`config.mk`:
```
export PLATFORM = sky130hd
export DESIGN_NAME = bfca_queue
export DESIGN_NICKNAME = d
export VERILOG_FILES = /design/src/design/bfca_pkg.sv /design/src/design/bfca_queue.sv
export SDC_FILE = /design/constraint.sdc
export NUM_CORES = 1
export LEC_CHECK = 0
export BUFFER_PORTS_ARGS = -buffer_cell sky130_fd_sc_hd__buf_2
export CAP_MARGIN = 0
export CORE_ASPECT_RATIO = 2
export CORE_MARGIN = 5
export CORE_UTILIZATION = 51
export CTS_BUF_LIST = sky130_fd_sc_hd__clkbuf_8
export CTS_CLUSTER_DIAMETER = 50
export DETAILED_ROUTE_END_ITERATION = 8
export GPL_TIMING_DRIVEN = 0
export PLACE_DENSITY = 0.84
export SYNTH_ARGS = -nofsm -noshare
export SYNTH_HDL_FRONTEND = slang
export SYNTH_SLANG_ARGS = --single-unit
```
`constraint.sdc`:
```
create_clock -name clk -period 2.7 [get_ports clk]
set_input_delay 0.54 -clock clk [delete_from_list [all_inputs] [get_ports clk]]
set_output_delay 0.54 -clock clk [all_outputs]
set_load 0.1 [all_outputs]
```
`src/design/bfca_pkg.sv`:
```
// bfca_pkg: shared types and constants of the barometer FIFO compensation block.
// Used by bfca_front, bfca_queue, bfca_back and the top level. No dependencies.
`default_nettype none
package bfca_pkg;

	// calibration image: NVM byte i at bits [8i+7:8i]
	localparam int CalBytes = 21;
	localparam int CalW     = 8 * CalBytes;

	// register map (index = paddr[4:3])
	localparam logic [1:0] REG_CAL_LOW  = 2'd0;
	localparam logic [1:0] REG_CAL_MID  = 2'd1;
	localparam logic [1:0] REG_CAL_HIGH = 2'd2;
	localparam logic [1:0] REG_FIRST    = 2'd3;

	// frame header decode
	localparam logic [1:0] HDR_SENSOR = 2'b10;
	localparam logic [3:0] FLD_TP     = 4'b0101;
	localparam logic [3:0] FLD_TIME   = 4'b1000;
	localparam logic [2:0] TP_LEN     = 3'd6;
	localparam logic [2:0] TIME_LEN   = 3'd3;
	localparam logic [2:0] CTRL_LEN   = 3'd1;

	localparam logic [6:0] MAX_READINGS = 7'd127;

	localparam logic signed [63:0] TEMP_MIN  = -64'sd2621440;
	localparam logic signed [63:0] TEMP_MAX  = 64'sd5570560;
	localparam logic signed [63:0] PRESS_MAX = 64'sd33554431;
	localparam logic signed [47:0] PRESS_OFS = 48'sd262144;

	localparam int QueueDepth = 4;
	localparam int QueuePtrW  = 2;

	typedef struct packed {
		logic        rd;     // carries a reading to accumulate
		logic        fin;    // closes the span
		logic [23:0] raw_t;
		logic [23:0] raw_p;
		logic [6:0]  count;  // readings in span so far (valid with fin)
	} entry_t;

endpackage
`default_nettype wire

```
`src/design/bfca_queue.sv`:
```
// bfca_queue: small request queue between the parser and the compute back end.
// Depends on bfca_pkg.
`default_nettype none
module bfca_queue (
	input  wire               clk,
	input  wire               arst_n,
	input  wire               push,
	input  bfca_pkg::entry_t  wr_entry,
	output logic              full,
	input  wire               pop,
	output bfca_pkg::entry_t  rd_entry,
	output logic              empty
);

	bfca_pkg::entry_t slot_q [bfca_pkg::QueueDepth];
	logic [bfca_pkg::QueuePtrW-1:0] wp_q, rp_q;
	logic [bfca_pkg::QueuePtrW:0]   cnt_q;
	logic do_push, do_pop;

	assign full     = (cnt_q == (bfca_pkg::QueuePtrW+1)'(bfca_pkg::QueueDepth));
	assign empty    = (cnt_q == '0);
	assign do_push  = push && !full;
	assign do_pop   = pop && !empty;
	assign rd_entry = slot_q[rp_q];

	always_ff @(posedge clk or negedge arst_n) begin
		if (!arst_n) begin
			wp_q  <= '0;
			rp_q  <= '0;
			cnt_q <= '0;
		end else begin
			if (do_push)
				wp_q <= wp_q + 1'b1;
			if (do_pop)
				rp_q <= rp_q + 1'b1;
			if (do_push && !do_pop)
				cnt_q <= cnt_q + 1'b1;
			else if (do_pop && !do_push)
				cnt_q <= cnt_q - 1'b1;
		end
	end

	always_ff @(posedge clk) begin
		if (do_push)
			slot_q[wp_q] <= wr_entry;
	end

endmodule
`default_nettype wire

```
==> results by stage <==
Placed design:
- The count of port buffers added during placement is ~120.
- Routability-driven placement finished with a final weighted congestion of roughly 0.73.
- Detailed placement finished with a half-perimeter wire length of ~9.5 mm.
- The post-place instance area is about 9500 µm².

Clocking:
- The clock tree root buffer cell is clkbuf_8.
- The CTS sink count is 235.
- The total CTS buffers is 30.
- After clock tree synthesis, the clock-pin slew on the worst setup and hold paths is 0.07 ns.
- The insertion delay of the later-clocked pin in the worst-skew pair is 0.54 ns.
- The maximum number of buffers from clock root to sink is 3.
- The count of H-tree levels built during CTS is 1.
- TritonCTS built the clock tree.

Floorplanning:
- The count of pins on the block boundary is 120.
- The core region area is 16800 µm².
- The floorplan has between 60 and 70 rows.
- The die span in x is 102 µm.
- The die extent in y is between 150 and 200 µm.
- The die area is ~20000 µm².
- The starting utilization of the core area is 0.516.

Run status:
- The flow ran to the end, and the final reports show no timing, DRC or antenna violations.

Synth:
- Of the total synthesized cell area, the portion taken by AND, OR, NAND and NOR gates is 0.00723.
- The cell count after synthesis is approximately 330.
- The number of warnings issued by yosys is 0.
- The post-synthesis sequential area ratio is 0.811.
- Synthesis inferred between 200 and 250 register bits.
- The post-synthesis average cell area is 25.9 µm².
- The share of the synthesized area in compound gates (AO/OA/AOI/OAI) is 0.
- The largest family of logic cells by synthesized area is multiplexers.
- The xor and xnor area share after synthesis is 0.00607.
- The combined area of all synthesized cells is about 8700 µm².
- The adder-cell area share of the yosys netlist is 0.00954.
- Counting distinct cell types in the post-synthesis netlist gives 21.
- The net count of the mapped netlist is 401.
- The portion of synthesized area spent on multiplexers is 0.151.

Drt:
- The average wire per cell in the routed design is roughly 22 µm.
- Across all layers, the routed design uses just under 4000 vias.
- After detailed routing, the number of remaining DRC violations is 0.
- The first detailed-routing pass ran for 4 iterations.
- The total wire length after detailed routing is between 15 and 20 mm.
- The count of antenna-violating nets left after detailed routing is 0.
- Using the TritonRoute via totals, the vias-per-cell ratio works out to ~5.4.
- The violation count after the first detailed-route iteration is 136.

Final layout:
- The number of nets in the finished design is about 560.
- The fill cell total of the finished layout is 1194.
- The area growth from synthesis to layout is 19.2%.
- The utilization after layout is 0.615.
- Once layout is done, the placed cells without fillers occupy about 10000 µm².
- The fraction of final layout cells with drive strength greater than 1 is 0.467.
- The number of antenna diodes in the final layout is 0.

Setup path:
- The slowest library cell on the worst path is mux4_2.
- Together, buffers and inverters on the worst path number 3.
- STA classifies the critical path endpoint as an output pin.
- On the critical path the largest part of the delay comes from buffers and inverters.
- At the worst endpoint, the arrival time is 2.09 ns.
- The cell with the most instances on the worst path is buf_4.
- Along the worst path, the maximum fanout reaches 10.
- The type of the setup path with the least slack is reg2out.
- Walking the worst path, the cells encountered are buf_6 > buf_4 > mux4_2 > buf_4.
- The worst setup path is launched from a flip-flop.
- On the worst path, the slowest cell contributes a delay of approximately 0.54 ns.
- The data required time at the worst endpoint is 2.16 ns.

STA:
- In this run the tightest slew margin relative to its limit is 0.398.
- Counting I/O delays and the setup requirement, the final critical path takes approximately 2.6 ns.
- Setup repair after global routing could not meet its margin everywhere.
- Setup violations remaining at the end of the flow were counted as 0.
- In the finished design, the share of the clock period the worst path needs comes to 0.975.
- The final-report max-slew violation count is 0.
- For this run, the top clock speed supported by timing is 380 MHz.
- The accumulated negative setup slack is 0 ns.
- The final worst clock skew is between 0.015 and 0.02 ns.
- The final number of hold-violating endpoints was 0.
- For the pin with the worst max-slew slack, the measured transition is ~0.9 ns.

Global route:
- The number of antenna violations at the first check in global routing is 0.
- Entering global routing, the biggest net connects 58 pins.
- The first global-routing pass estimated 23.8 mm of wire.
- In the global route stage, overall resource usage came out at 0.159.
- The via count of the first global-routing pass came to around 4300.
- The remaining global-route overflow is 0.

Run:
- Across the run, the number of max-cap violations was 0.

Hold path:
- The class of the tightest hold or removal check is in2reg.
synthesized netlist by cell type:
cell,n,share of area
and2_1,4,0.0029
buf_1,3,0.0013
buf_12,2,0.0046
buf_2,4,0.0023
buf_4,4,0.0035
buf_6,1,0.0013
dfrtp_1,7,0.020
edfxtp_1,228,0.79
fa_1,1,0.0023
ha_1,5,0.0072
inv_1,4,0.0017
mux2_2,2,0.0026
mux4_2,57,0.15
nand2_1,1,0.00043
nand3_1,1,0.00058
nor2_1,1,0.00043
nor2b_1,1,0.00072
nor3b_2,1,0.0014
or3_1,1,0.00072
xnor2_1,4,0.0040
xor2_1,2,0.0020
routing by layer:
| metal | share of wire | vias to the layer above | track usage |
|---|---|---|---|
| met5 | 0 | - | 0 |
| met4 | 0.025 | 0 | 0.0545 |
| met3 | 0.050 | 26 | 0.0292 |
| met2 | 0.56 | 104 | 0.288 |
| met1 | 0.36 | 1998 | 0.186 |
| li1 | - | 1731 | - |
cell type report:
type                    instances  area, µm²  share of cell area
repair buffers                123        811              0.0786
multi-input cells              81       1520               0.147
clock inverters                24        129              0.0125
clock buffers                  31        427              0.0414
plain buffers                  14        131              0.0127
inverters                       4       15.0             0.00146
well taps                     207        259              0.0251
flip-flops and latches        235       7020               0.681
worst paths after layout:
kind                         startpoint             to  slack, ns  cells past startpoint
min reg2reg                    cnt_q[2]       cnt_q[2]       0.51                      1
max in group asynchronous        arst_n       cnt_q[2]       2.19                      2
max reg2reg                    cnt_q[0]       cnt_q[2]       0.48                      8
min in group asynchronous        arst_n       cnt_q[1]       0.35                      2
max                             rp_q[0]    rd_entry[5]       0.07                      4
min                        wr_entry[18]  slot_q[2][18]       0.20                      1
metrics by stage:
| step | worst slack (ns) | hold slack (ns) | instances |
|---|---|---|---|
| CTS | 0.000215 | 0.167 | 716 |
| global placement | 0.141 | 0.373 | 660 |
| global route | -0.0553 | 0.168 | 719 |
| finish | 0.0668 | 0.202 | 719 |
| detailed placement | 0.403 | 0.380 | 660 |
| floorplan | 0.0830 | 0.244 | 334 |
state kept, by name, summed over array words and instances (netlist names):
name / flops
cnt_q: 3
rp_q: 2
slot_q: 228
wp_q: 2
cell families after synthesis:
family | Yosys count
simple gates | 10
buf+inv | 18
flops | 235
mux | 59
fa+ha+maj | 6
xor+xnor | 6
worst register-to-register path: stages, from the launching register on:
cell	delay, ns
dfrtp_1	0.46
or3_1	0.45
nand2_1	0.13
ha_1	0.19
inv_1	0.06
fa_1	0.38
xor2_1	0.16
nor2_1	0.14
xor2_1	0.17
what timing repair did:
item | CTS | global route
endpoints found under the hold margin | 7 | 0
setup buffers | 0 | 1
hold buffers | 1 | 0
gates cloned | 0 | 2
gates resized for setup | 53 | 12
setup endpoints to repair | 49 | 46
layout by cell type, fill, tap and decap left out, drive strengths merged:
cell type,n
nand3,1
nand2,1
nor2b,1
dfrtp,7
nor3b,1
and2,4
xor2,2
inv,15
edfxtp,228
buf,134
fa,1
ha,5
xnor2,4
or3,1
clkbuf,33
clkinv,12
mux4,57
mux2,2
bufinv,1
dlygate4sd3,1
nor2,1
Power is left out: the tool's default activity adds up to more than one toggle a clock period on the data nets, which glitch-free logic cannot reach.
