==> src/design/bfca_pkg.sv <==
// bfca_pkg: shared types and constants of the barometer FIFO compensation block.
// Used by bfca_front, bfca_queue, bfca_back and the top level. No dependencies.
`default_nettype none
package bfca_pkg;

	// calibration image: NVM byte i at bits [8i+7:8i]
	localparam int CalBytes = 21;
	localparam int CalW     = 8 * CalBytes;

	// register map (index = paddr[4:3])
	localparam logic [1:0] REG_CAL_LOW  = 2'd0;
	localparam logic [1:0] REG_CAL_MID  = 2'd1;
	localparam logic [1:0] REG_CAL_HIGH = 2'd2;
	localparam logic [1:0] REG_FIRST    = 2'd3;

	// frame header decode
	localparam logic [1:0] HDR_SENSOR = 2'b10;
	localparam logic [3:0] FLD_TP     = 4'b0101;
	localparam logic [3:0] FLD_TIME   = 4'b1000;
	localparam logic [2:0] TP_LEN     = 3'd6;
	localparam logic [2:0] TIME_LEN   = 3'd3;
	localparam logic [2:0] CTRL_LEN   = 3'd1;

	localparam logic [6:0] MAX_READINGS = 7'd127;

	localparam logic signed [63:0] TEMP_MIN  = -64'sd2621440;
	localparam logic signed [63:0] TEMP_MAX  = 64'sd5570560;
	localparam logic signed [63:0] PRESS_MAX = 64'sd33554431;
	localparam logic signed [47:0] PRESS_OFS = 48'sd262144;

	localparam int QueueDepth = 4;
	localparam int QueuePtrW  = 2;

	typedef struct packed {
		logic        rd;     // carries a reading to accumulate
		logic        fin;    // closes the span
		logic [23:0] raw_t;
		logic [23:0] raw_p;
		logic [6:0]  count;  // readings in span so far (valid with fin)
	} entry_t;

endpackage
`default_nettype wire

==> src/design/bfca_front.sv <==
// bfca_front: FIFO byte parser; classifies frames and emits queue requests.
// Depends on bfca_pkg.
`default_nettype none
module bfca_front #(
	parameter int FIFO_BYTES = 512
) (
	input  wire                  clk,
	input  wire                  arst_n,
	input  wire                  first_only,
	input  wire                  in_valid,
	output logic                 in_stall,
	input  wire  [7:0]           fifo_byte,
	input  wire                  last_byte,
	input  wire                  q_full,
	output logic                 q_push,
	output bfca_pkg::entry_t     q_entry
);

	localparam int SpanW = $clog2(FIFO_BYTES + 1);
	localparam logic [SpanW-1:0] SpanMax = SpanW'(FIFO_BYTES);

	localparam logic [1:0] PH_HEADER = 2'd0;
	localparam logic [1:0] PH_TP     = 2'd1;
	localparam logic [1:0] PH_SKIP   = 2'd2;

	logic [1:0]       phase_q, phase_d;
	logic [2:0]       left_q, left_d;
	logic [47:0]      shift_q, shift_d;
	logic [6:0]       seen_q, seen_d, cnt_v;
	logic             stop_q, stop_d;
	logic [SpanW-1:0] span_q, span_d;
	logic             rd_v;
	logic             accept;

	assign in_stall = q_full;
	assign accept   = in_valid && !q_full;

	always_comb begin
		phase_d = phase_q;
		left_d  = left_q;
		shift_d = shift_q;
		seen_d  = seen_q;
		stop_d  = stop_q;
		span_d  = span_q;
		rd_v    = 1'b0;
		if (span_q < SpanMax) begin
			span_d = span_q + 1'b1;
			if (phase_q == PH_HEADER) begin
				if (fifo_byte[7:6] == bfca_pkg::HDR_SENSOR) begin
					if (fifo_byte[5:2] == bfca_pkg::FLD_TP) begin
						phase_d = PH_TP;
						left_d  = bfca_pkg::TP_LEN;
					end else if (fifo_byte[5:2] == bfca_pkg::FLD_TIME) begin
						phase_d = PH_SKIP;
						left_d  = bfca_pkg::TIME_LEN;
					end
				end else begin
					phase_d = PH_SKIP;
					left_d  = bfca_pkg::CTRL_LEN;
				end
			end else begin
				if (phase_q == PH_TP)
					shift_d = {fifo_byte, shift_q[47:8]};
				left_d = left_q - 1'b1;
				if (left_q == 3'd1) begin
					phase_d = PH_HEADER;
					if (phase_q == PH_TP && !stop_q && seen_q != bfca_pkg::MAX_READINGS) begin
						rd_v   = 1'b1;
						seen_d = seen_q + 1'b1;
						if (first_only)
							stop_d = 1'b1;
					end
				end
			end
		end
		cnt_v = seen_d;
		// end of span: a frame still open is dropped
		if (last_byte) begin
			phase_d = PH_HEADER;
			left_d  = 3'd0;
			seen_d  = 7'd0;
			stop_d  = 1'b0;
			span_d  = '0;
		end
	end

	always_comb begin
		q_entry.rd    = rd_v;
		q_entry.fin   = last_byte;
		q_entry.raw_t = shift_d[23:0];
		q_entry.raw_p = shift_d[47:24];
		q_entry.count = cnt_v;
		q_push        = accept && (rd_v || last_byte);
	end

	always_ff @(posedge clk or negedge arst_n) begin
		if (!arst_n) begin
			phase_q <= PH_HEADER;
			left_q  <= 3'd0;
			seen_q  <= 7'd0;
			stop_q  <= 1'b0;
			span_q  <= '0;
		end else if (accept) begin
			phase_q <= phase_d;
			left_q  <= left_d;
			seen_q  <= seen_d;
			stop_q  <= stop_d;
			span_q  <= span_d;
		end
	end

	always_ff @(posedge clk) begin
		if (accept)
			shift_q <= shift_d;
	end

endmodule
`default_nettype wire

==> config.mk <==
export PLATFORM = sky130hd
export DESIGN_NAME = bfca_front
export DESIGN_NICKNAME = d
export VERILOG_FILES = /design/src/design/bfca_pkg.sv /design/src/design/bfca_front.sv
export SDC_FILE = /design/constraint.sdc
export NUM_CORES = 1
export LEC_CHECK = 0
export ABC_AREA = 1
export BUFFER_PORTS_ARGS = -buffer_cell sky130_fd_sc_hd__buf_4
export CAP_MARGIN = 30
export CORE_UTILIZATION = 55
export CTS_CLUSTER_DIAMETER = 200
export DETAILED_ROUTE_END_ITERATION = 8
export GPL_ROUTABILITY_DRIVEN = 0
export HOLD_SLACK_MARGIN = 0.08
export PLACE_DENSITY = 0.8
export RECOVER_POWER = 50
export SLEW_MARGIN = 20
export SYNTH_ARGS = -nofsm -noshare
export SYNTH_HDL_FRONTEND = slang
export SYNTH_SLANG_ARGS = --single-unit
==> constraint.sdc <==
create_clock -name clk -period 2 [get_ports clk]
set_clock_uncertainty 0.05 [all_clocks]
set_input_delay 0.1 -clock clk [delete_from_list [all_inputs] [get_ports clk]]
set_output_delay 0.1 -clock clk [all_outputs]
set_load 0.05 [all_outputs]
==> impl_metrics.tcl <==
set metrics [dict create \
    status "finished, final reports clean" \
    global_route_met2_usage_pct 43.1 \
    worstPathBufferInverterCount 2 \
    cts_root_buf "sky130_fd_sc_hd__clkbuf_8" \
    cts_max_level 3 \
    yosysSeqAreaShare_pct 56.7 \
    final_net_count 506 \
    power_density_normalized_to_cell_area_mw_per_mm2 704 \
    antenna_cells 0 \
    core.rowCount 28 \
    maxClockFrequency_ghz 0.501 \
    routedWlPerCell_um 15.2 \
    grt_pass1_vias 2763 \
    finish.cell_count_without_fillers 568 \
    coreArea_mm2 0.00610 \
    layout-area-overhead-vs-synth_pct 31.3 \
    drtIter0Drc 188 \
    synthSimpleGateAreaFrac_pct 22.3 \
    placed_cells_incl_taps 532 \
    p_leak_nw 2.11 \
    initial_utilization_pct 58.4 \
    tritoncts_num_sinks 71 \
    initial_antenna_violation_count 0 \
    synth_top_family_by_area "simple AND/OR/NAND/NOR gates" \
    crit_path_end_kind "primary output" \
    grt_start_max_net_pins 40 \
    floorplan.die_area_mm2 0.00679 \
    horizontal_die_dimension_um 82.4 \
    clock_tree.buffer_depth 2 \
    max-slew-margin-rel_pct 17.6 \
    reg_clk_slew_reported_paths_ns 0.07 \
    yosys_most_used_dff "sky130_fd_sc_hd__edfxtp_1" \
    synthTopCellsByArea "sky130_fd_sc_hd__edfxtp_1, sky130_fd_sc_hd__dfrtp_1, sky130_fd_sc_hd__nand2_1" \
    setup.worst_path.class "reg -> out" \
    ys_top_cells_by_count "sky130_fd_sc_hd__nand2_1, sky130_fd_sc_hd__inv_1, sky130_fd_sc_hd__edfxtp_1" \
    final_min_period_over_clock_period_pct 99.8 \
    drc 0 \
    ys_ff_latch 71 \
    synth_top_cell_area_share_pct 40.5 \
    netlist-cell-type-count 28 \
    postSynth.asyncResetShare_pct 32.4 \
    post_drt_via_cell_ratio 5.46 \
    synth.cell_area_mm2 0.00356 \
    syn_inst 391 \
    post-synth-top-area-cell "sky130_fd_sc_hd__edfxtp_1" \
    final_hold_fails 0 \
    finalWirelength_um 8650 \
    global_route.usage.met1_pct 30.1 \
    synth_compound_gate_area_share_pct 9.18 \
    drt-pass1-iter-count 5 \
    tritoncts "done" \
    dp.final_hpwl_um 5510 \
    clk_latency_ns 0.35 \
    category_of_cells_accounting_for_the_largest_share_of_critical_path_delay "simple AND/OR/NAND/NOR gates" \
    synth_warnings 0 \
    irDropWorstVdd_mv 0.499 \
    synth.mux.area_fraction_pct 1.37 \
    cp_slowest_cell "sky130_fd_sc_hd__dfrtp_1" \
    critPathLaunchType "flip-flop" \
    timing.final.setup_violations 0 \
    post_route_utilization_pct 76.6 \
    cts_buffers 9 \
    syn_avg_cell_area_um2 9.10 \
    yosys.area_share.adder_pct 1.41 \
    synthMostInstantiatedCell "sky130_fd_sc_hd__nand2_1" \
    dieHeight_um 82.4 \
    timing.max_cap.violations 0 \
    timing_max_transition_violations_final 0 \
    post_synth_xor_area_fraction_pct 0.246 \
    critical_path_arrival_ns 1.85 \
    all_layer_global_routing_usage_pct 24.9 \
    pin_count 73 \
    route.antenna.remaining_nets 0 \
    globalRoute.busiestLayer "met2" \
    met3_usage_grt_pct 4.84 \
    worst_path_max_fanout 3 \
    number_of_vias_after_detailed_routing 3100 \
    io_buffers 72 \
    syn-num-nets 409 \
    required_time_of_the_critical_path_ns 1.85 \
    drive_above_1_share_pct 29.6 \
    first_pass_grt_wire_length_um 12500 \
    overflow 0 \
    period_needed_ns 2.00 \
    worstMarginPinSlew_ns 1.24 \
    synth-edff-count 48 \
    worstPathCellList "ha_2 -> nand3_4 -> buf_4 -> nor2_2 -> nand4_1 -> and2_4 -> buf_8" \
    hold_class "in -> reg" \
    critPathMaxStageDelay_ns 0.36 \
]
==> state kept, by name (all words and copies together), names as in the netlist <==
| register | flops |
|---|---|
| shift_q | 48 |
| span_q | 10 |
| seen_q | 7 |
| left_q | 3 |
| phase_q | 2 |
| stop_q | 1 |
==> power by group <==
part	switching (mW)	internal, mW
sequential	0.0568	1.66
clock	0.515	0.443
combinational	0.422	0.189
total	0.994	2.29
==> cells in the final DEF (no fill, tap or decap), types with 5 or more instances in the layout <==
cell	netlist	final
sky130_fd_sc_hd__inv_1	58	57
sky130_fd_sc_hd__dfrtp_1	23	23
sky130_fd_sc_hd__a21oi_2	0	19
sky130_fd_sc_hd__buf_6	3	8
sky130_fd_sc_hd__clkbuf_1	6	8
sky130_fd_sc_hd__nand3_1	23	20
sky130_fd_sc_hd__o21ai_0	32	13
sky130_fd_sc_hd__nand2_1	79	78
sky130_fd_sc_hd__nor2_1	38	37
sky130_fd_sc_hd__a21oi_1	26	7
sky130_fd_sc_hd__buf_4	4	76
sky130_fd_sc_hd__o21ai_1	3	21
sky130_fd_sc_hd__nand4_1	10	10
sky130_fd_sc_hd__nand2_2	4	5
sky130_fd_sc_hd__clkbuf_8	0	9
sky130_fd_sc_hd__edfxtp_1	48	48
sky130_fd_sc_hd__dlygate4sd3_1	0	7
sky130_fd_sc_hd__nor3_1	10	10
==> cells by family after synthesis <==
logic type      Yosys count
mux                       4
buf+inv                  73
flops                    71
xor+xnor                  1
fa+ha+maj                 4
compound gates           64
simple gates            174
==> worst register-to-register path, stage by stage, from the launching register on <==
cell and delay (ns):
sky130_fd_sc_hd__dfrtp_1 0.36, sky130_fd_sc_hd__ha_2 0.22, sky130_fd_sc_hd__nand3_4 0.10, sky130_fd_sc_hd__buf_4 0.16, sky130_fd_sc_hd__nor2_2 0.18, sky130_fd_sc_hd__nand4_1 0.15, sky130_fd_sc_hd__buf_4 0.16, sky130_fd_sc_hd__nand3_1 0.07
sky130_fd_sc_hd__nand2_1 0.05
==> stage by stage <==
stage | worst slack (ns) | area, um2 | hold WS [ns] | TNS [ns] | power (mW)
after floorplan | -0.447 | 3630 | -0.246 | -8.06 | 2.14
after global placement | 0.326 | 4260 | -0.0410 | 0 | 2.29
after detailed placement | 0.221 | 4260 | -0.0435 | 0 | 2.31
after CTS | 0.00291 | 4530 | 0.0826 | 0 | 3.26
after global routing | -0.123 | 4670 | 0.107 | -0.271 | 3.41
final | 0.00406 | 4670 | 0.0793 | 0 | 3.29
==> final timing paths <==
check	start	endpoint	slack, ns	cells after the start
min reg2reg	left_q[2]$_DFFE_PN0P_	left_q[2]$_DFFE_PN0P_	0.46	2
max in group asynchronous	arst_n	left_q[2]$_DFFE_PN0P_	0.67	2
max reg2reg	seen_q[1]$_DFFE_PN0P_	seen_q[4]$_DFFE_PN0P_	0.40	8
min in group asynchronous	arst_n	seen_q[1]$_DFFE_PN0P_	0.49	2
min	fifo_byte[2]	shift_q[42]$_DFFE_PP_	0.08	3
max	seen_q[1]$_DFFE_PN0P_	q_entry[4]	0.004	7
==> what timing repair did <==
action,in CTS,in global routing
hold buffers,7,0
cloned,0,2
hold endpoints to repair,35,0
setup endpoints to repair,30,35
gates resized for setup,11,29
pin swaps,1,7
setup buffers,2,9
==> layout make-up <==
type / count / area, um2
multi-input combinational: 248 / 1380
tap: 75 / 93.8
inverter: 59 / 224
sequential: 71 / 2020
clock buffer: 12 / 135
clock inverter: 4 / 22.5
timing repair buffer: 99 / 805
fill: 425 / 1420
==> routing by layer <==
metal	up-vias	wire length, um
li1	1486	-
met1	1451	3380
met3	27	598
met4	0	241
met2	136	4420
met5	-	0
Note: power is estimated with default switching activity, not from simulation.
