## src/design/bfca_pkg.sv

```systemverilog
// bfca_pkg: shared types and constants of the barometer FIFO compensation block.
// Used by bfca_front, bfca_queue, bfca_back and the top level. No dependencies.
`default_nettype none
package bfca_pkg;

	// calibration image: NVM byte i at bits [8i+7:8i]
	localparam int CalBytes = 21;
	localparam int CalW     = 8 * CalBytes;

	// register map (index = paddr[4:3])
	localparam logic [1:0] REG_CAL_LOW  = 2'd0;
	localparam logic [1:0] REG_CAL_MID  = 2'd1;
	localparam logic [1:0] REG_CAL_HIGH = 2'd2;
	localparam logic [1:0] REG_FIRST    = 2'd3;

	// frame header decode
	localparam logic [1:0] HDR_SENSOR = 2'b10;
	localparam logic [3:0] FLD_TP     = 4'b0101;
	localparam logic [3:0] FLD_TIME   = 4'b1000;
	localparam logic [2:0] TP_LEN     = 3'd6;
	localparam logic [2:0] TIME_LEN   = 3'd3;
	localparam logic [2:0] CTRL_LEN   = 3'd1;

	localparam logic [6:0] MAX_READINGS = 7'd127;

	localparam logic signed [63:0] TEMP_MIN  = -64'sd2621440;
	localparam logic signed [63:0] TEMP_MAX  = 64'sd5570560;
	localparam logic signed [63:0] PRESS_MAX = 64'sd33554431;
	localparam logic signed [47:0] PRESS_OFS = 48'sd262144;

	localparam int QueueDepth = 4;
	localparam int QueuePtrW  = 2;

	typedef struct packed {
		logic        rd;     // carries a reading to accumulate
		logic        fin;    // closes the span
		logic [23:0] raw_t;
		logic [23:0] raw_p;
		logic [6:0]  count;  // readings in span so far (valid with fin)
	} entry_t;

endpackage
`default_nettype wire

```

## src/design/bfca_back.sv

```systemverilog
// bfca_back: compensation sequencer on one shared multiplier, running sums,
// serial divider for the means, and the result register. Depends on bfca_pkg.
`default_nettype none
module bfca_back (
	input  wire                          clk,
	input  wire                          arst_n,
	input  wire  [bfca_pkg::CalW-1:0]    calib,
	input  wire                          q_empty,
	input  bfca_pkg::entry_t             q_head,
	output logic                         q_pop,
	output logic                         out_valid,
	input  wire                          out_stall,
	output logic signed [23:0]           mean_temperature,
	output logic [24:0]                  mean_pressure,
	output logic [6:0]                   reading_count,
	output logic                         no_readings
);

	localparam logic [2:0] ST_IDLE   = 3'd0;
	localparam logic [2:0] ST_MUL    = 3'd1;
	localparam logic [2:0] ST_ACT    = 3'd2;
	localparam logic [2:0] ST_SUM    = 3'd3;
	localparam logic [2:0] ST_FIN    = 3'd4;
	localparam logic [2:0] ST_DIV    = 3'd5;
	localparam logic [2:0] ST_DIVEND = 3'd6;
	localparam logic [2:0] ST_OUT    = 3'd7;

	// multiply steps
	localparam logic [4:0] S_DT2  = 5'd0;
	localparam logic [4:0] S_DT3  = 5'd1;
	localparam logic [4:0] S_DD   = 5'd2;
	localparam logic [4:0] S_TT   = 5'd3;
	localparam logic [4:0] S_T2T  = 5'd4;
	localparam logic [4:0] S_P6   = 5'd5;
	localparam logic [4:0] S_P7   = 5'd6;
	localparam logic [4:0] S_P8   = 5'd7;
	localparam logic [4:0] S_P2   = 5'd8;
	localparam logic [4:0] S_P3   = 5'd9;
	localparam logic [4:0] S_P4   = 5'd10;
	localparam logic [4:0] S_KU   = 5'd11;
	localparam logic [4:0] S_UU   = 5'd12;
	localparam logic [4:0] S_P10  = 5'd13;
	localparam logic [4:0] S_WQ   = 5'd14;
	localparam logic [4:0] S_Q11  = 5'd15;
	localparam logic [4:0] S_XU   = 5'd16;

	localparam int DivBits = 33;
	localparam logic [5:0] DivLast = 6'(DivBits - 1);

	// calibration fields
	logic [15:0]        t1, t2c, p5, p6;
	logic signed [7:0]  t3c, p3, p4, p7, p8, p10, p11;
	logic signed [15:0] p1r, p2r, p9;
	logic signed [16:0] p1m, p2m;

	assign t1  = calib[15:0];
	assign t2c = calib[31:16];
	assign t3c = calib[39:32];
	assign p1r = calib[55:40];
	assign p2r = calib[71:56];
	assign p3  = calib[79:72];
	assign p4  = calib[87:80];
	assign p5  = calib[103:88];
	assign p6  = calib[119:104];
	assign p7  = calib[127:120];
	assign p8  = calib[135:128];
	assign p9  = calib[151:136];
	assign p10 = calib[159:152];
	assign p11 = calib[167:160];
	assign p1m = 17'(p1r) - 17'sd16384;
	assign p2m = 17'(p2r) - 17'sd16384;

	logic [2:0]  state_q;
	logic [4:0]  step_q;
	logic        fin_q;
	logic [6:0]  cnt_q;
	logic [23:0] u_q;
	logic signed [24:0] d_q;
	logic signed [63:0] acc_q, prod_q;
	logic signed [35:0] x_q, k_q;
	logic signed [23:0] t_q;
	logic signed [29:0] t2_q;
	logic signed [36:0] t3_q;
	logic [27:0]        qq_q;
	logic signed [32:0] w_q;
	logic signed [47:0] pacc_q;
	logic signed [30:0] tsum_q;
	logic [32:0]        psum_q;

	// divider
	logic [32:0] dvd_q;
	logic [6:0]  rem_q;
	logic [5:0]  dcnt_q;
	logic        dsel_q, tneg_q;
	logic signed [23:0] mt_q;

	logic [7:0] rtry_v;
	logic       ge_v;

	// output register
	logic               ov_q;
	logic signed [23:0] omt_q;
	logic [24:0]        omp_q;
	logic [6:0]         ocnt_q;
	logic               onr_q;
	logic               out_free;

	assign out_valid        = ov_q;
	assign mean_temperature = omt_q;
	assign mean_pressure    = omp_q;
	assign reading_count    = ocnt_q;
	assign no_readings      = onr_q;
	assign out_free         = !ov_q || !out_stall;
	assign q_pop            = (state_q == ST_IDLE) && !q_empty;

	// shared multiplier operand select
	logic signed [36:0] mul_a;
	logic signed [28:0] mul_b;
	logic signed [65:0] mul_p;

	always_comb begin
		mul_a = '0;
		mul_b = '0;
		case (step_q)
			S_DT2: begin mul_a = 37'(d_q);  mul_b = 29'($signed({1'b0, t2c})); end
			S_DT3: begin mul_a = 37'(d_q);  mul_b = 29'(t3c); end
			S_DD:  begin mul_a = 37'(x_q);  mul_b = 29'(d_q); end
			S_TT:  begin mul_a = 37'(t_q);  mul_b = 29'(t_q); end
			S_T2T: begin mul_a = 37'(t2_q); mul_b = 29'(t_q); end
			S_P6:  begin mul_a = 37'(t_q);  mul_b = 29'($signed({1'b0, p6})); end
			S_P7:  begin mul_a = 37'(t2_q); mul_b = 29'(p7); end
			S_P8:  begin mul_a = t3_q;      mul_b = 29'(p8); end
			S_P2:  begin mul_a = 37'(t_q);  mul_b = 29'(p2m); end
			S_P3:  begin mul_a = 37'(t2_q); mul_b = 29'(p3); end
			S_P4:  begin mul_a = t3_q;      mul_b = 29'(p4); end
			S_KU:  begin mul_a = 37'(k_q);  mul_b = 29'($signed({1'b0, u_q})); end
			S_UU:  begin mul_a = 37'($signed({1'b0, u_q})); mul_b = 29'($signed({1'b0, u_q})); end
			S_P10: begin mul_a = 37'(t_q);  mul_b = 29'(p10); end
			S_WQ:  begin mul_a = 37'(w_q);  mul_b = 29'($signed({1'b0, qq_q})); end
			S_Q11: begin mul_a = 37'($signed({1'b0, qq_q})); mul_b = 29'(p11); end
			S_XU:  begin mul_a = 37'(x_q);  mul_b = 29'($signed({1'b0, u_q})); end
			default: begin mul_a = '0; mul_b = '0; end
		endcase
	end

	assign mul_p = mul_a * mul_b;

	// step results
	logic signed [63:0] sum_v, sh_v, p5_v, p1_v, w_v, tcl_v;
	logic signed [47:0] pfin_v;
	logic [24:0]        pc_v;
	logic signed [24:0] d_v;
	logic [30:0]        tmag_v;

	always_comb begin
		sum_v  = acc_q + prod_q;
		p5_v   = $signed({14'b0, p5, 34'b0});
		p1_v   = $signed({{14{p1m[16]}}, p1m, 33'b0});
		w_v    = $signed({{32{p9[15]}}, p9, 16'b0}) + prod_q;
		sh_v   = sum_v >>> 32;
		if (sh_v < bfca_pkg::TEMP_MIN)
			tcl_v = bfca_pkg::TEMP_MIN;
		else if (sh_v > bfca_pkg::TEMP_MAX)
			tcl_v = bfca_pkg::TEMP_MAX;
		else
			tcl_v = sh_v;
		pfin_v = pacc_q;
		if (pfin_v < 48'sd0)
			pc_v = '0;
		else if (64'(pfin_v) > bfca_pkg::PRESS_MAX)
			pc_v = bfca_pkg::PRESS_MAX[24:0];
		else
			pc_v = pfin_v[24:0];
		d_v    = $signed({1'b0, q_head.raw_t}) - $signed({1'b0, t1, 8'b0});
		tmag_v = 31'(-tsum_q);
		rtry_v = {rem_q, dvd_q[32]};
		ge_v   = (rtry_v >= {1'b0, cnt_q});
	end

	// result valid: set when a result is loaded, cleared once taken
	always_ff @(posedge clk or negedge arst_n) begin
		if (!arst_n) begin
			ov_q <= 1'b0;
		end else if (state_q == ST_OUT && out_free) begin
			ov_q <= 1'b1;
		end else if (!out_stall) begin
			ov_q <= 1'b0;
		end
	end

	always_ff @(posedge clk or negedge arst_n) begin
		if (!arst_n) begin
			state_q <= ST_IDLE;
			step_q  <= S_DT2;
			tsum_q  <= '0;
			psum_q  <= '0;
		end else begin
			case (state_q)
				ST_IDLE: begin
					if (!q_empty) begin
						step_q  <= S_DT2;
						state_q <= q_head.rd ? ST_MUL : ST_FIN;
					end
				end
				ST_MUL:  state_q <= ST_ACT;
				ST_ACT: begin
					if (step_q == S_XU) begin
						state_q <= ST_SUM;
					end else begin
						step_q  <= step_q + 1'b1;
						state_q <= ST_MUL;
					end
				end
				ST_SUM: begin
					tsum_q  <= tsum_q + 31'(t_q);
					psum_q  <= psum_q + 33'(pc_v);
					state_q <= fin_q ? ST_FIN : ST_IDLE;
				end
				ST_FIN:  state_q <= (cnt_q == 7'd0) ? ST_OUT : ST_DIV;
				ST_DIV: begin
					if (dcnt_q == 6'd0)
						state_q <= ST_DIVEND;
				end
				ST_DIVEND: state_q <= dsel_q ? ST_OUT : ST_DIV;
				ST_OUT: begin
					if (out_free) begin
						tsum_q  <= '0;
						psum_q  <= '0;
						state_q <= ST_IDLE;
					end
				end
				default: state_q <= ST_IDLE;
			endcase
		end
	end

	// datapath registers
	always_ff @(posedge clk) begin
		case (state_q)
			ST_IDLE: begin
				if (!q_empty) begin
					fin_q <= q_head.fin;
					cnt_q <= q_head.count;
					u_q   <= q_head.raw_p;
					d_q   <= d_v;
				end
			end
			ST_MUL: prod_q <= mul_p[63:0];
			ST_ACT: begin
				case (step_q)
					S_DT2: acc_q  <= prod_q <<< 18;
					S_DT3: x_q    <= prod_q[35:0];
					S_DD:  t_q    <= tcl_v[23:0];
					S_TT:  t2_q   <= prod_q[45:16];
					S_T2T: t3_q   <= prod_q[52:16];
					S_P6:  acc_q  <= p5_v + (prod_q <<< 9);
					S_P7:  acc_q  <= acc_q + (prod_q <<< 7);
					S_P8:  pacc_q <= 48'(sum_v >>> 23);
					S_P2:  acc_q  <= p1_v + (prod_q <<< 8);
					S_P3:  acc_q  <= acc_q + (prod_q <<< 5);
					S_P4:  k_q    <= 36'(sum_v >>> 21);
					S_KU:  pacc_q <= pacc_q + 48'(prod_q >>> 24);
					S_UU:  qq_q   <= prod_q[47:20];
					S_P10: w_q    <= w_v[32:0];
					S_WQ:  pacc_q <= pacc_q + 48'(prod_q >>> 36);
					S_Q11: x_q    <= prod_q[35:0];
					S_XU:  pacc_q <= pacc_q + 48'(prod_q >>> 37) - bfca_pkg::PRESS_OFS;
					default: acc_q <= acc_q;
				endcase
			end
			ST_FIN: begin
				// floor mean of a negative sum: ceil of magnitude, negated
				tneg_q <= tsum_q[30];
				dsel_q <= 1'b0;
				rem_q  <= '0;
				dcnt_q <= DivLast;
				mt_q   <= '0;
				if (tsum_q[30])
					dvd_q <= {2'b0, tmag_v} + {26'b0, cnt_q} - 33'd1;
				else
					dvd_q <= {2'b0, tsum_q};
			end
			ST_DIV: begin
				rem_q  <= ge_v ? 7'(rtry_v - {1'b0, cnt_q}) : rtry_v[6:0];
				dvd_q  <= {dvd_q[31:0], ge_v};
				dcnt_q <= dcnt_q - 1'b1;
			end
			ST_DIVEND: begin
				if (!dsel_q) begin
					mt_q   <= tneg_q ? 24'sd0 - $signed(dvd_q[23:0]) : $signed(dvd_q[23:0]);
					dsel_q <= 1'b1;
					dvd_q  <= psum_q;
					rem_q  <= '0;
					dcnt_q <= DivLast;
				end
			end
			ST_OUT: begin
				if (out_free) begin
					omt_q  <= mt_q;
					omp_q  <= (cnt_q == 7'd0) ? 25'd0 : dvd_q[24:0];
					ocnt_q <= cnt_q;
					onr_q  <= (cnt_q == 7'd0);
				end
			end
			default: acc_q <= acc_q;
		endcase
	end

endmodule
`default_nettype wire

```

## config.mk

```make
export PLATFORM = sky130hd
export DESIGN_NAME = bfca_back
export DESIGN_NICKNAME = d
export VERILOG_FILES = /design/src/design/bfca_pkg.sv /design/src/design/bfca_back.sv
export SDC_FILE = /design/constraint.sdc
export NUM_CORES = 2
export LEC_CHECK = 0
export BUFFER_PORTS_ARGS = -buffer_cell sky130_fd_sc_hd__buf_2
export CORE_ASPECT_RATIO = 1.1
export CORE_UTILIZATION = 40
export CTS_CLUSTER_DIAMETER = 100
export DETAILED_ROUTE_END_ITERATION = 6
export GPL_TIMING_DRIVEN = 0
export PLACE_DENSITY = 0.57
export SLEW_MARGIN = 0
export SYNTH_ARGS = -nofsm -noshare
export SYNTH_HDL_FRONTEND = slang
export SYNTH_SLANG_ARGS = --single-unit
```

## constraint.sdc

```tcl
create_clock -name clk -period 10.45 [get_ports clk]
set_input_delay 0.5225 -clock clk [delete_from_list [all_inputs] [get_ports clk]]
set_output_delay 0.5225 -clock clk [all_outputs]
set_load 0.1 [all_outputs]
```

==> metrics.md <==
| Metric | Value |
|---|---|
| Post-Layout Cell Count | `13400` |
| Total CTS buffers | `87` |
| Max-slew violation count | `40` |
| Sequential share of the synthesized area | `a little over a fifth` |
| Total wire length | `431 mm` |
| Max Clock Freq | `91.8 MHz` |
| Final ANT Viol Nets | `0` |
| Clock sink count | `roughly 650` |
| Vias in the first global route | `79600` |
| Core box area | `0.217 mm²` |
| Routed WL per cell | `roughly 32 µm` |
| Clk_lat worst skew | `around 0.75 ns` |
| Final setup fails | `13` |
| Drt initial violations | `9706` |
| Most area-consuming cells after synthesis | `fa_1, edfxtp_1, ha_1, inv_1, nand2_1` |
| Avg Cell Area, Syn | `9.03 µm²` |
| CTS tree | `done` |
| Die width | `around 450 µm` |
| Critical path class | `flip-flop to flip-flop` |
| Final nets | `between 10000 and 15000` |
| Syn-to-layout area delta | `17.1%` |
| Post-synth EDFFs | `581` |
| Syn. warnings | `0` |
| Initial antenna violation count | `57` |
| Clock slew at reported path FFs | `around 0.06 ns` |
| Netlist cell types | `88` |
| Cell mode on critical path | `fa_1` |
| Layout cells sized above 1 | `about an eighth` |
| IO Pins | `~290` |
| Startpoint Class | `flip-flop` |
| Starting Density | `around 40%` |
| Reported max-cap violation count | `4` |
| Rel. slew slack | `-7.84%` |
| DR vias | `80200` |
| Fin Clk Skew | `between 0.02 and 0.03 ns` |
| First-pass GRT wire length | `between 600 and 700 mm` |
| Synth area leader | `fa_1` |
| Clock period minus worst slack | `~11 ns` |
| Maximum level of the CTS H-tree | `3` |
| Placed cells | `13000` |
| Min-delay worst type | `primary input to flip-flop` |
| Slew of the pin with the lowest slew margin | `between 1.5 and 2 ns` |
| Post-synthesis cell count | `just under 10000` |
| WP buf/inv | `10` |
| GP Congestion | `roughly 1.1` |
| Most used DFF post-synth | `edfxtp_1` |
| Die area | `0.221 mm²` |
| Largest net degree at the start of global routing | `approximately 60` |
| Crit-path slowest cell | `fa_2` |
| FF+latch count, synth | `654` |
| Port bufs | `287` |
| Setup slack after layout | `-0.442 ns` |
| Worst path required time | `~11 ns` |
| DR pass1 iterations | `7` |
| Root buf cell | `clkbuf_16` |
| Clock tree buffer depth | `3` |
| Post-synthesis async set-or-reset flop share | `11.2%` |
| Die height | `between 400 and 500 µm` |
| RSZ-0062 raised after global routing | `yes` |
| Critical path's largest stage delay | `0.64 ns` |
| Gr ovfl total | `0` |
| Top delay family on crit path | `adder cells` |
| Rows | `179` |
| Crit path max fanout | `10` |
| Synth top area share | `about a quarter` |
| DP HPWL | `between 300 and 400 mm` |
| Worst path arrival time | `~11 ns` |
| Vias per cell | `between 5 and 6` |
| Outcome | `finished, violations left` |
| Failing checks | `design-rule violations, max-capacitance violations, max-slew violations, negative setup slack` |
| Drt drc | `20` |
| Critical Path Sink Type | `flip-flop` |
| Reg2reg setup slack | `-0.44 ns` |
| Post-Syn Area | `between 0.08 and 0.09 mm²` |
| Synth cell count leaders | `inv_1, fa_1, nand2_1, nor2_1, ha_1` |
| Fin crit share | `104%` |
| Hold Violations, Final | `0` |
| GRT Overall Usage | `~39%` |
| Count leader, synth | `inv_1` |
| Syn Nets | `about 12000` |
cell families after synthesis:
kind of cell             synth area share, %
adder cells (fa/ha/maj)                 35.0
AND/OR/NAND/NOR                         14.2
flip-flops                              22.0
AO/OA/AOI/OAI                           15.5
XOR/XNOR                                4.87
buffers and inverters                   8.05
multiplexers                           0.355
layer usage:
metal	vias to the layer above	routed length, µm	GRT usage (%)
li1	34100	-	-
met1	39900	162000	48.4
met2	4881	183000	57.3
met3	1224	46100	9.85
met4	14	39800	29.6
met5	-	94	0
worst reg2reg max path: cells and delay by family (launching register included):
kind	cells	cell delay [ns]
AOI/OAI and AO/OA	12	3.20
DFF	1	0.41
and+or+nand+nor	4	0.48
xor gates and xnor gates	1	0.23
buffers and inverters	10	1.67
adders and majority gates	10	4.66
cell type report:
| class | instances | area [µm²] |
|---|---|---|
| Fill cell | 20800 | 114000 |
| Multi-Input combinational cell | 7183 | 63300 |
| Sequential cell | 654 | 19300 |
| Inverter | 1480 | 5580 |
| Timing Repair Buffer | 631 | 5070 |
| Tap cell | 2896 | 3620 |
| Buffer | 360 | 2870 |
| Clock buffer | 105 | 2340 |
| Clock inverter | 55 | 628 |
| Antenna cell | 34 | 85.1 |
final timing paths:
check / from / endpoint / cells after the start
worst max-delay path: step_q[2] / prod_q[61] / 37
worst min-delay path: q_head[18] / u_q[11] / 1
worst max register to register: step_q[2] / prod_q[61] / 37
worst min register to register: mt_q[23] / mean_temperature[23] / 0
max in group asynchronous: arst_n / psum_q[32] / 3
min in group asynchronous: arst_n / step_q[3] / 2
sequential cells by signal, indices dropped and copies added, names as in the netlist, 3 cells and up:
signal / flops
acc_q: 59
d_q: 25
t3_q: 37
dvd_q: 33
k_q: 36
reading_count: 7
cnt_q: 7
mt_q: 24
mean_temperature: 24
tsum_q: 31
qq_q: 28
step_q: 5
x_q: 36
rem_q: 7
w_q: 33
dcnt_q: 6
pacc_q: 48
psum_q: 33
u_q: 24
mean_pressure: 25
t2_q: 30
t_q: 24
state_q: 3
prod_q: 64
metrics by stage:
step	instance area (µm²)	hold WS, ns	utilization, %	setup WS, ns	setup TNS, ns
final	103000	0.0681	47.4	-0.442	-3.24
after global routing	103000	0.0302	47.3	-0.454	-3.68
after CTS	102000	0.0350	46.9	-0.211	-0.549
after detailed placement	94300	0.405	43.4	-5.83	-195.81
after global placement	92800	0.404	42.8	-8.60	-305.89
after floorplan	87700	0.227	-	0.0265	0
cells in the final DEF, fill, tap and decap left out, types with 70 or more instances in the layout:
| cell | synthesis | final |
|---|---|---|
| xnor2_1 | 297 | 286 |
| nand2_1 | 1045 | 1024 |
| nand3_1 | 142 | 132 |
| fa_1 | 1109 | 1090 |
| nor2_1 | 1010 | 982 |
| a21o_1 | 258 | 258 |
| a222oi_1 | 92 | 92 |
| dfrtp_1 | 73 | 70 |
| and2_1 | 76 | 70 |
| xor2_1 | 191 | 189 |
| o21bai_1 | 73 | 72 |
| a21oi_1 | 495 | 465 |
| inv_1 | 1480 | 1458 |
| o21ai_0 | 386 | 376 |
| clkbuf_16 | 0 | 119 |
| nor3_1 | 116 | 100 |
| buf_2 | 5 | 299 |
| a22oi_1 | 101 | 98 |
| clkbuf_1 | 361 | 166 |
| edfxtp_1 | 581 | 581 |
| ha_1 | 683 | 665 |
| buf_4 | 1 | 222 |
| nand2b_1 | 97 | 93 |
timing repair:
item,CTS,global route
hold endpoints to repair,55,0
setup buffers,171,72
pin swaps,130,108
endpoints found under the setup margin,58,27
hold buffers,24,0
gates cloned,3,1
resized for setup,759,115
Power is not shown: default switching activity piles up to over one toggle a cycle in this logic, so the estimate is an artifact.
